`config.mk`:
```
export PLATFORM = sky130hd
export DESIGN_NAME = zssd_block_match_argmin_top_flat
export DESIGN_NICKNAME = d
export VERILOG_FILES = /design/src/rtl/zssd_pkg.sv /design/src/rtl/zssd_if.sv /design/src/rtl/zssd_block_match_argmin_top.sv /design/src/flat_wrapper.sv
export SDC_FILE = /design/constraint.sdc
export NUM_CORES = 1
export LEC_CHECK = 0
export BUFFER_PORTS_ARGS = -buffer_cell sky130_fd_sc_hd__buf_2
export CAP_MARGIN = 20
export CORE_ASPECT_RATIO = 0.6
export CORE_UTILIZATION = 45
export DETAILED_ROUTE_END_ITERATION = 8
export PLACE_DENSITY = 0.66
export REMOVE_ABC_BUFFERS = 1
export SETUP_SLACK_MARGIN = 0.5
export SLEW_MARGIN = 40
export SYNTH_ARGS = -nofsm -noshare
export SYNTH_HDL_FRONTEND = slang
export SYNTH_SLANG_ARGS = --single-unit
```
`constraint.sdc`:
```
create_clock -name clk -period 12 [get_ports clk]
set_input_delay 2.4 -clock clk [delete_from_list [all_inputs] [get_ports clk]]
set_output_delay 2.4 -clock clk [all_outputs]
set_load 0.005 [all_outputs]
```
`src/rtl/zssd_pkg.sv`:
```
// Shared widths and constants for the zero-mean SSD block matcher.
package zssd_pkg;

    localparam int SAMPLE_BITS = 8;
    localparam int COORD_BITS  = 12;
    localparam int WIN_BITS    = 9;
    localparam int DIFF_BITS   = SAMPLE_BITS + 10;
    localparam int SQ_BITS     = 2 * SAMPLE_BITS + 9;
    localparam int PROD_BITS   = 2 * DIFF_BITS;
    localparam int COST_BITS   = 24;
    localparam int CNT_BITS    = $clog2(PROD_BITS);

    localparam logic [WIN_BITS-1:0]  WIN_RESET = WIN_BITS'(25);
    localparam logic [COST_BITS-1:0] COST_MAX  = {COST_BITS{1'b1}};

endpackage

```
`src/rtl/zssd_if.sv`:
```
// Valid/ready channels for sample pairs and match results.
interface zssd_in_if;
    logic                               valid;
    logic                               ready;
    logic [zssd_pkg::SAMPLE_BITS-1:0]   ref_sample;
    logic [zssd_pkg::SAMPLE_BITS-1:0]   cand_sample;
    logic signed [zssd_pkg::COORD_BITS-1:0] cand_dx;
    logic signed [zssd_pkg::COORD_BITS-1:0] cand_dy;
    logic                               window_end;
    logic                               search_end;

    modport source (output valid, ref_sample, cand_sample, cand_dx, cand_dy,
                    window_end, search_end, input ready);
    modport sink (input valid, ref_sample, cand_sample, cand_dx, cand_dy,
                  window_end, search_end, output ready);
endinterface

interface zssd_out_if;
    logic                                   valid;
    logic                                   ready;
    logic signed [zssd_pkg::COORD_BITS-1:0] best_dx;
    logic signed [zssd_pkg::COORD_BITS-1:0] best_dy;
    logic [zssd_pkg::COST_BITS-1:0]         min_cost;
    logic                                   found;

    modport source (output valid, best_dx, best_dy, min_cost, found, input ready);
    modport sink (input valid, best_dx, best_dy, min_cost, found, output ready);
endinterface

```
`src/rtl/zssd_block_match_argmin_top.sv`:
```
// Zero-mean SSD block matcher: one sample pair per accepted item, arg-min over
// candidates. A sample with neither window_end nor search_end only accumulates. A
// sample with window_end passes through: accumulate, square the difference
// sum in ST_MUL, run the one-bit-per-cycle restoring divider that removes
// the mean (diff_sum^2 / window_samples) in ST_DIV, then form the cost and update
// the minimum in ST_UPD. A sample with search_end also loads the result register,
// waiting while a previous result has not been taken. The ready line is low
// whenever the sequencer is not idle. window_samples of 0 divides as 1.
module zssd_block_match_argmin_top (
    input  logic                            clk,
    input  logic                            rst_n,
    input  logic                            cfg_wr_en,
    input  logic [zssd_pkg::WIN_BITS-1:0]   cfg_wr_data,
    zssd_in_if.sink                         samples,
    zssd_out_if.source                      results
);
    import zssd_pkg::*;

    localparam logic [2:0] ST_IDLE = 3'd0;
    localparam logic [2:0] ST_MUL  = 3'd1;
    localparam logic [2:0] ST_DIV  = 3'd2;
    localparam logic [2:0] ST_UPD  = 3'd3;
    localparam logic [2:0] ST_EMIT = 3'd4;

    logic [2:0]                 state_reg, state_next;
    logic [WIN_BITS-1:0]        win_reg, win_next;
    logic [DIFF_BITS-1:0]       diff_sum_reg, diff_sum_next;
    logic [SQ_BITS-1:0]         sq_sum_reg, sq_sum_next;
    logic [COST_BITS-1:0]       low_cost_reg, low_cost_next;
    logic [COORD_BITS-1:0]      low_dx_reg, low_dx_next;
    logic [COORD_BITS-1:0]      low_dy_reg, low_dy_next;
    logic                       have_low_reg, have_low_next;
    logic [COORD_BITS-1:0]      tag_dx_reg, tag_dx_next;
    logic [COORD_BITS-1:0]      tag_dy_reg, tag_dy_next;
    logic                       send_reg, send_next;
    logic [PROD_BITS-1:0]       quo_reg, quo_next;
    logic [WIN_BITS-1:0]        rem_reg, rem_next;
    logic [CNT_BITS-1:0]        cnt_reg, cnt_next;
    logic                       out_valid_reg, out_valid_next;
    logic [COORD_BITS-1:0]      out_dx_reg, out_dx_next;
    logic [COORD_BITS-1:0]      out_dy_reg, out_dy_next;
    logic [COST_BITS-1:0]       out_cost_reg, out_cost_next;
    logic                       out_found_reg, out_found_next;

    // per-sample difference terms
    logic [SAMPLE_BITS:0]       d_tc;
    logic [SAMPLE_BITS-1:0]     d_mag;
    logic [2*SAMPLE_BITS-1:0]   d_sq;
    // window-end arithmetic
    logic [DIFF_BITS-1:0]       sum_mag;
    logic [WIN_BITS-1:0]        div_n;
    logic [WIN_BITS:0]          rem_sh;
    logic                       rem_ge;
    logic [PROD_BITS-1:0]       sq_ext;
    logic [PROD_BITS-1:0]       cost_wide;
    logic [COST_BITS-1:0]       cost;
    logic                       out_free;

    assign samples.ready    = (state_reg == ST_IDLE);
    assign results.valid    = out_valid_reg;
    assign results.best_dx  = out_dx_reg;
    assign results.best_dy  = out_dy_reg;
    assign results.min_cost = out_cost_reg;
    assign results.found    = out_found_reg;

    // difference of the incoming pair
    assign d_tc  = {1'b0, samples.ref_sample} - {1'b0, samples.cand_sample};
    assign d_mag = (samples.ref_sample >= samples.cand_sample)
                 ? samples.ref_sample - samples.cand_sample
                 : samples.cand_sample - samples.ref_sample;
    assign d_sq  = d_mag * d_mag;

    // magnitude of the difference sum and the divisor
    assign sum_mag = diff_sum_reg[DIFF_BITS-1] ? (~diff_sum_reg + 1'b1) : diff_sum_reg;
    assign div_n   = (win_reg == '0) ? WIN_BITS'(1) : win_reg;

    // restoring divider step
    assign rem_sh = {rem_reg, quo_reg[PROD_BITS-1]};
    assign rem_ge = (rem_sh >= {1'b0, div_n});

    // cost = square sum - quotient, clamped at zero and saturated
    assign sq_ext    = {{(PROD_BITS-SQ_BITS){1'b0}}, sq_sum_reg};
    assign cost_wide = sq_ext - quo_reg;
    always_comb
    begin
        if (sq_ext <= quo_reg)
        begin
            cost = '0;
        end
        else if (cost_wide[PROD_BITS-1:COST_BITS] != '0)
        begin
            cost = COST_MAX;
        end
        else
        begin
            cost = cost_wide[COST_BITS-1:0];
        end
    end

    assign out_free = !out_valid_reg || results.ready;

    // sequencer
    always_comb
    begin
        state_next     = state_reg;
        win_next       = cfg_wr_en ? cfg_wr_data : win_reg;
        diff_sum_next  = diff_sum_reg;
        sq_sum_next    = sq_sum_reg;
        low_cost_next  = low_cost_reg;
        low_dx_next    = low_dx_reg;
        low_dy_next    = low_dy_reg;
        have_low_next  = have_low_reg;
        tag_dx_next    = tag_dx_reg;
        tag_dy_next    = tag_dy_reg;
        send_next      = send_reg;
        quo_next       = quo_reg;
        rem_next       = rem_reg;
        cnt_next       = cnt_reg;
        out_valid_next = out_valid_reg && !results.ready;
        out_dx_next    = out_dx_reg;
        out_dy_next    = out_dy_reg;
        out_cost_next  = out_cost_reg;
        out_found_next = out_found_reg;

        unique case (state_reg)
            ST_IDLE:
            begin
                if (samples.valid)
                begin
                    diff_sum_next = diff_sum_reg
                        + {{(DIFF_BITS-SAMPLE_BITS-1){d_tc[SAMPLE_BITS]}}, d_tc};
                    sq_sum_next   = sq_sum_reg + {{(SQ_BITS-2*SAMPLE_BITS){1'b0}}, d_sq};
                    tag_dx_next   = samples.cand_dx;
                    tag_dy_next   = samples.cand_dy;
                    send_next     = samples.search_end;
                    if (samples.window_end)
                    begin
                        state_next = ST_MUL;
                    end
                    else if (samples.search_end)
                    begin
                        state_next = ST_EMIT;
                    end
                end
            end
            ST_MUL:
            begin
                quo_next   = sum_mag * sum_mag;
                rem_next   = '0;
                cnt_next   = '0;
                state_next = ST_DIV;
            end
            ST_DIV:
            begin
                rem_next = rem_ge ? WIN_BITS'(rem_sh - {1'b0, div_n}) : rem_sh[WIN_BITS-1:0];
                quo_next = {quo_reg[PROD_BITS-2:0], rem_ge};
                cnt_next = cnt_reg + 1'b1;
                if (cnt_reg == CNT_BITS'(PROD_BITS - 1))
                begin
                    state_next = ST_UPD;
                end
            end
            ST_UPD:
            begin
                // strict compare keeps the earliest candidate on ties
                if (!have_low_reg || cost < low_cost_reg)
                begin
                    low_cost_next = cost;
                    low_dx_next   = tag_dx_reg;
                    low_dy_next   = tag_dy_reg;
                    have_low_next = 1'b1;
                end
                diff_sum_next = '0;
                sq_sum_next   = '0;
                state_next    = send_reg ? ST_EMIT : ST_IDLE;
            end
            ST_EMIT:
            begin
                if (out_free)
                begin
                    out_valid_next = 1'b1;
                    out_dx_next    = have_low_reg ? low_dx_reg : '0;
                    out_dy_next    = have_low_reg ? low_dy_reg : '0;
                    out_cost_next  = have_low_reg ? low_cost_reg : COST_MAX;
                    out_found_next = have_low_reg;
                    diff_sum_next  = '0;
                    sq_sum_next    = '0;
                    low_cost_next  = '0;
                    low_dx_next    = '0;
                    low_dy_next    = '0;
                    have_low_next  = 1'b0;
                    state_next     = ST_IDLE;
                end
            end
            default:
            begin
                state_next = ST_IDLE;
            end
        endcase
    end

    // control and search state
    always_ff @(posedge clk or negedge rst_n)
    begin
        if (!rst_n)
        begin
            state_reg     <= ST_IDLE;
            win_reg       <= WIN_RESET;
            diff_sum_reg  <= '0;
            sq_sum_reg    <= '0;
            low_cost_reg  <= '0;
            low_dx_reg    <= '0;
            low_dy_reg    <= '0;
            have_low_reg  <= 1'b0;
            out_valid_reg <= 1'b0;
            cnt_reg       <= '0;
        end
        else
        begin
            state_reg     <= state_next;
            win_reg       <= win_next;
            diff_sum_reg  <= diff_sum_next;
            sq_sum_reg    <= sq_sum_next;
            low_cost_reg  <= low_cost_next;
            low_dx_reg    <= low_dx_next;
            low_dy_reg    <= low_dy_next;
            have_low_reg  <= have_low_next;
            out_valid_reg <= out_valid_next;
            cnt_reg       <= cnt_next;
        end
    end

    // datapath registers
    always_ff @(posedge clk)
    begin
        tag_dx_reg    <= tag_dx_next;
        tag_dy_reg    <= tag_dy_next;
        send_reg      <= send_next;
        quo_reg       <= quo_next;
        rem_reg       <= rem_next;
        out_dx_reg    <= out_dx_next;
        out_dy_reg    <= out_dy_next;
        out_cost_reg  <= out_cost_next;
        out_found_reg <= out_found_next;
    end

endmodule

```
`src/flat_wrapper.sv`:
```
// flat-port wrapper written by rule: the top's interface ports become plain ports
module zssd_block_match_argmin_top_flat import zssd_pkg::*;
  (clk, rst_n, cfg_wr_en, cfg_wr_data, samples_valid, samples_ref_sample, samples_cand_sample, samples_cand_dx, samples_cand_dy, samples_window_end, samples_search_end, samples_ready, results_valid, results_best_dx, results_best_dy, results_min_cost, results_found, results_ready);
  zssd_in_if samples_i ();
  zssd_out_if results_i ();
  input  logic clk;
  input  logic rst_n;
  input  logic cfg_wr_en;
  input  logic [zssd_pkg::WIN_BITS-1:0] cfg_wr_data;
  input wire logic [$bits(samples_i.valid)-1:0] samples_valid;
  input wire logic [$bits(samples_i.ref_sample)-1:0] samples_ref_sample;
  input wire logic [$bits(samples_i.cand_sample)-1:0] samples_cand_sample;
  input wire logic [$bits(samples_i.cand_dx)-1:0] samples_cand_dx;
  input wire logic [$bits(samples_i.cand_dy)-1:0] samples_cand_dy;
  input wire logic [$bits(samples_i.window_end)-1:0] samples_window_end;
  input wire logic [$bits(samples_i.search_end)-1:0] samples_search_end;
  output wire logic [$bits(samples_i.ready)-1:0] samples_ready;
  output wire logic [$bits(results_i.valid)-1:0] results_valid;
  output wire logic [$bits(results_i.best_dx)-1:0] results_best_dx;
  output wire logic [$bits(results_i.best_dy)-1:0] results_best_dy;
  output wire logic [$bits(results_i.min_cost)-1:0] results_min_cost;
  output wire logic [$bits(results_i.found)-1:0] results_found;
  input wire logic [$bits(results_i.ready)-1:0] results_ready;
  assign samples_i.valid = samples_valid;
  assign samples_i.ref_sample = samples_ref_sample;
  assign samples_i.cand_sample = samples_cand_sample;
  assign samples_i.cand_dx = samples_cand_dx;
  assign samples_i.cand_dy = samples_cand_dy;
  assign samples_i.window_end = samples_window_end;
  assign samples_i.search_end = samples_search_end;
  assign samples_ready = samples_i.ready;
  assign results_valid = results_i.valid;
  assign results_best_dx = results_i.best_dx;
  assign results_best_dy = results_i.best_dy;
  assign results_min_cost = results_i.min_cost;
  assign results_found = results_i.found;
  assign results_i.ready = results_ready;
  zssd_block_match_argmin_top u_core (.clk(clk), .rst_n(rst_n), .cfg_wr_en(cfg_wr_en), .cfg_wr_data(cfg_wr_data), .samples(samples_i), .results(results_i));
endmodule
```
==> run_results.csv <==
group,metric,value,unit
run_status,status,"finished clean",
timing,rsz0062_at_grt,"false",
critical_path,worst_ep_arrival_time,9.98,ns
global_routing,track_usage,24.0,%
route,drcViolationCount,0,
yosys,synth_warnings,0,
route,ant_nets,0,
critical_path,path_class,"in -> reg",
die,fp.dieW,303,µm
cts,hold_buffers,0,
timing,setup_tns,0,ns
cells_and_area,design_area,26600,µm²
cts,clock_path_buffers,3,
yosys,synth-seq-area-share,26.0,%
yosys,synth.ff_latch_count,230,
cells_and_area,fillers,4901,
cts,clkSinkCount,230,
timing,slew_headroom,38.9,%
placed_design,post_dp_cell_area,25800,µm²
timing,max_freq,104,MHz
critical_path,cpMaxStageDelayCell,"nor2_1",
critical_path,cp_max_fo,7,
die,dieArea,55300,µm²
cts,cts_tree,"yes",
cts,post_cts_resized,0,
cts,postCtsSetupRepairBufs,0,
die,start_util,46.0,%
yosys,synth-edff-count,119,
cells_and_area,largest_reg_flops,36,
cts,root_buffer,"clkbuf_16",
min_path,min_from,"u_core.tag_dy_reg[10]$_DFFE_PP_",
run,cap_violations,0,
timing,finalClockSkew,0.0261,ns
critical_path,critPathLaunchType,"primary input",
cells_and_area,syn_to_final_growth,8.73,%
global_routing,grt_pass1_wl,104000,µm
critical_path,r2r_slack,2.42,ns
cts,clk_latency,0.55,ns
timing,final-hold-violation-count,0,
yosys,synthArstFlopShare,48.3,%
cts,htree_num_levels,1,
min_path,hold_class,"reg -> reg",
critical_path,r2r-start,"u_core.diff_sum_reg[0]$_DFFE_PN0P_",
timing,setup_viol,0,
cts,path_clk_slew,0.07,ns
timing,finalCritPeriodShare,80.0,%
die,core_area,53100,µm²
die,die_h,182,µm
yosys,synth_area_per_cell,9.37,µm²
yosys,synthFlopType,"edfxtp_1",
route,wirelength,63900,µm
die,row_count,65,
timing,worst_pin_slew,0.911,ns
cells_and_area,drive_gt1_share,9.02,%
yosys,synthesis.area,24400,µm²
die,io_pins,107,
critical_path,slowest_delay,0.69,ns
timing,min_period,9.60,ns
route,drt_iter0_markers,1721,
global_routing,grt_max_degree,64,
timing,drv_slew,0,
yosys,yosysMostFrequentCell,"inv_1",
global_routing,antenna_found_initial,1,
yosys,synth_commonest_cells,"497 x inv_1, 266 x fa_1, 263 x nand2_1, 240 x ha_1, 183 x nor2_1",
placed_design,gp_congestion,0.998,
critical_path,startpoint,"samples_ref_sample[0]",
yosys,synth_cell_type_count,83,
route,via_per_inst,5.47,
critical_path,crit_top_cell,"inv_1",
cells_and_area,final_util,50.0,%
placed_design,portBuffers,106,
yosys,synth_top_cell_area_share,21.8,%
critical_path,endpoint_kind,"flip-flop",
cts,cts_buffers,23,
route,drtPass1Iterations,6,
global_routing,grt.overflow.total,0,
yosys,syn_inst,2606,
global_routing,grt_pass1_vias,19100,
cells_and_area,finalNetCount,3262,
cells_and_area,diodes,0,
critical_path,cp.required,12.38,ns
route,vias,18700,
yosys,ys_top_cells_by_area,"fa_1 22%, edfxtp_1 15%, ha_1 12%, dfrtp_1 11%, inv_1 7.6%",
route,wl_per_cell,18.7,µm
yosys,synth_top_area_cell,"fa_1",
placed_design,dpl.hpwl,51700,µm
per-layer routing:
metal	wire length (µm)	up-vias	track usage, %
met5	0	-	0
met4	535	0	2.57
met3	6950	61	6.18
met2	25000	680	32.8
met1	31400	9261	38.6
li1	-	8717	-
final timing paths:
| path | to | cells past startpoint |
|---|---|---|
| worst min register to register | u_core.low_dy_reg[10]$_DFFE_PN0P_ | 1 |
| max in group asynchronous | u_core.diff_sum_reg[16]$_DFFE_PN0P_ | 2 |
| worst max register to register | u_core.quo_reg[34]$_DFFE_PP_ | 29 |
| min in group asynchronous | u_core.low_dy_reg[9]$_DFFE_PN0P_ | 1 |
| worst min-delay path | u_core.low_dy_reg[10]$_DFFE_PN0P_ | 1 |
| worst max-delay path | u_core.sq_sum_reg[21]$_DFFE_PN0P_ | 32 |
final cells by class:
type,count,area (µm²),area share (%)
Sequential cell,230,6350,23.9
Timing Repair Buffer,135,754,2.84
Multi-Input combinational cell,1809,15900,60.0
Clock buffer,25,583,2.20
Clock inverter,17,171,0.645
Inverter,501,1880,7.08
Tap cell,703,880,3.31
critical path: cells and delay by family:
kind / cells / cell delay [ns]
compound gates: 9 / 2.18
buf+inv: 6 / 0.51
mux: 1 / 0.20
xor+xnor: 2 / 0.66
simple gates: 6 / 1.20
fa+ha+maj: 8 / 2.81
cell usage in the layout (no fill, tap or decap), types with 13 or more instances in the layout:
master     synthesis  final
a22o_1            50     50
nor3_1            38     38
nor2b_1           20     20
a21o_1            29     29
xnor2_1           69     66
o31ai_1           18     18
buf_2             10    105
nand3_1           30     30
fa_1             266    266
a21oi_2           22     22
o21ai_0          128    128
nand4_1           22     22
conb_1             2     13
nand2b_1          24     24
nand2_1          263    262
dfrtp_1          108    108
inv_1            497    497
mux2i_1           15     13
a21oi_1          105    104
nor2_1           183    182
buf_4              2     29
edfxtp_1         119    119
xor2_1            53     53
a211oi_1          14     14
ha_1             240    240
clkbuf_16          0     23
and2_1            31     31
logic make-up after synthesis:
logic type | synth area share [%]
DFF | 26.0
buffers and inverters | 9.16
muxes | 0.891
and+or+nand+nor | 12.9
AOI/OAI and AO/OA | 12.6
adders and majority gates | 34.1
other | 0.0307
xor gates and xnor gates | 4.37
through the flow:
stage	setup WS, ns	hold slack (ns)	cells
finish	2.40	0.462	3420
global route	1.79	0.480	3420
CTS	2.52	0.465	3420
detailed placement	2.00	0.449	3378
global placement	2.28	0.448	3378
floorplan	3.16	0.443	2540
Power is not shown: default switching activity piles up to over one toggle a cycle in this logic, so the estimate is an artifact.
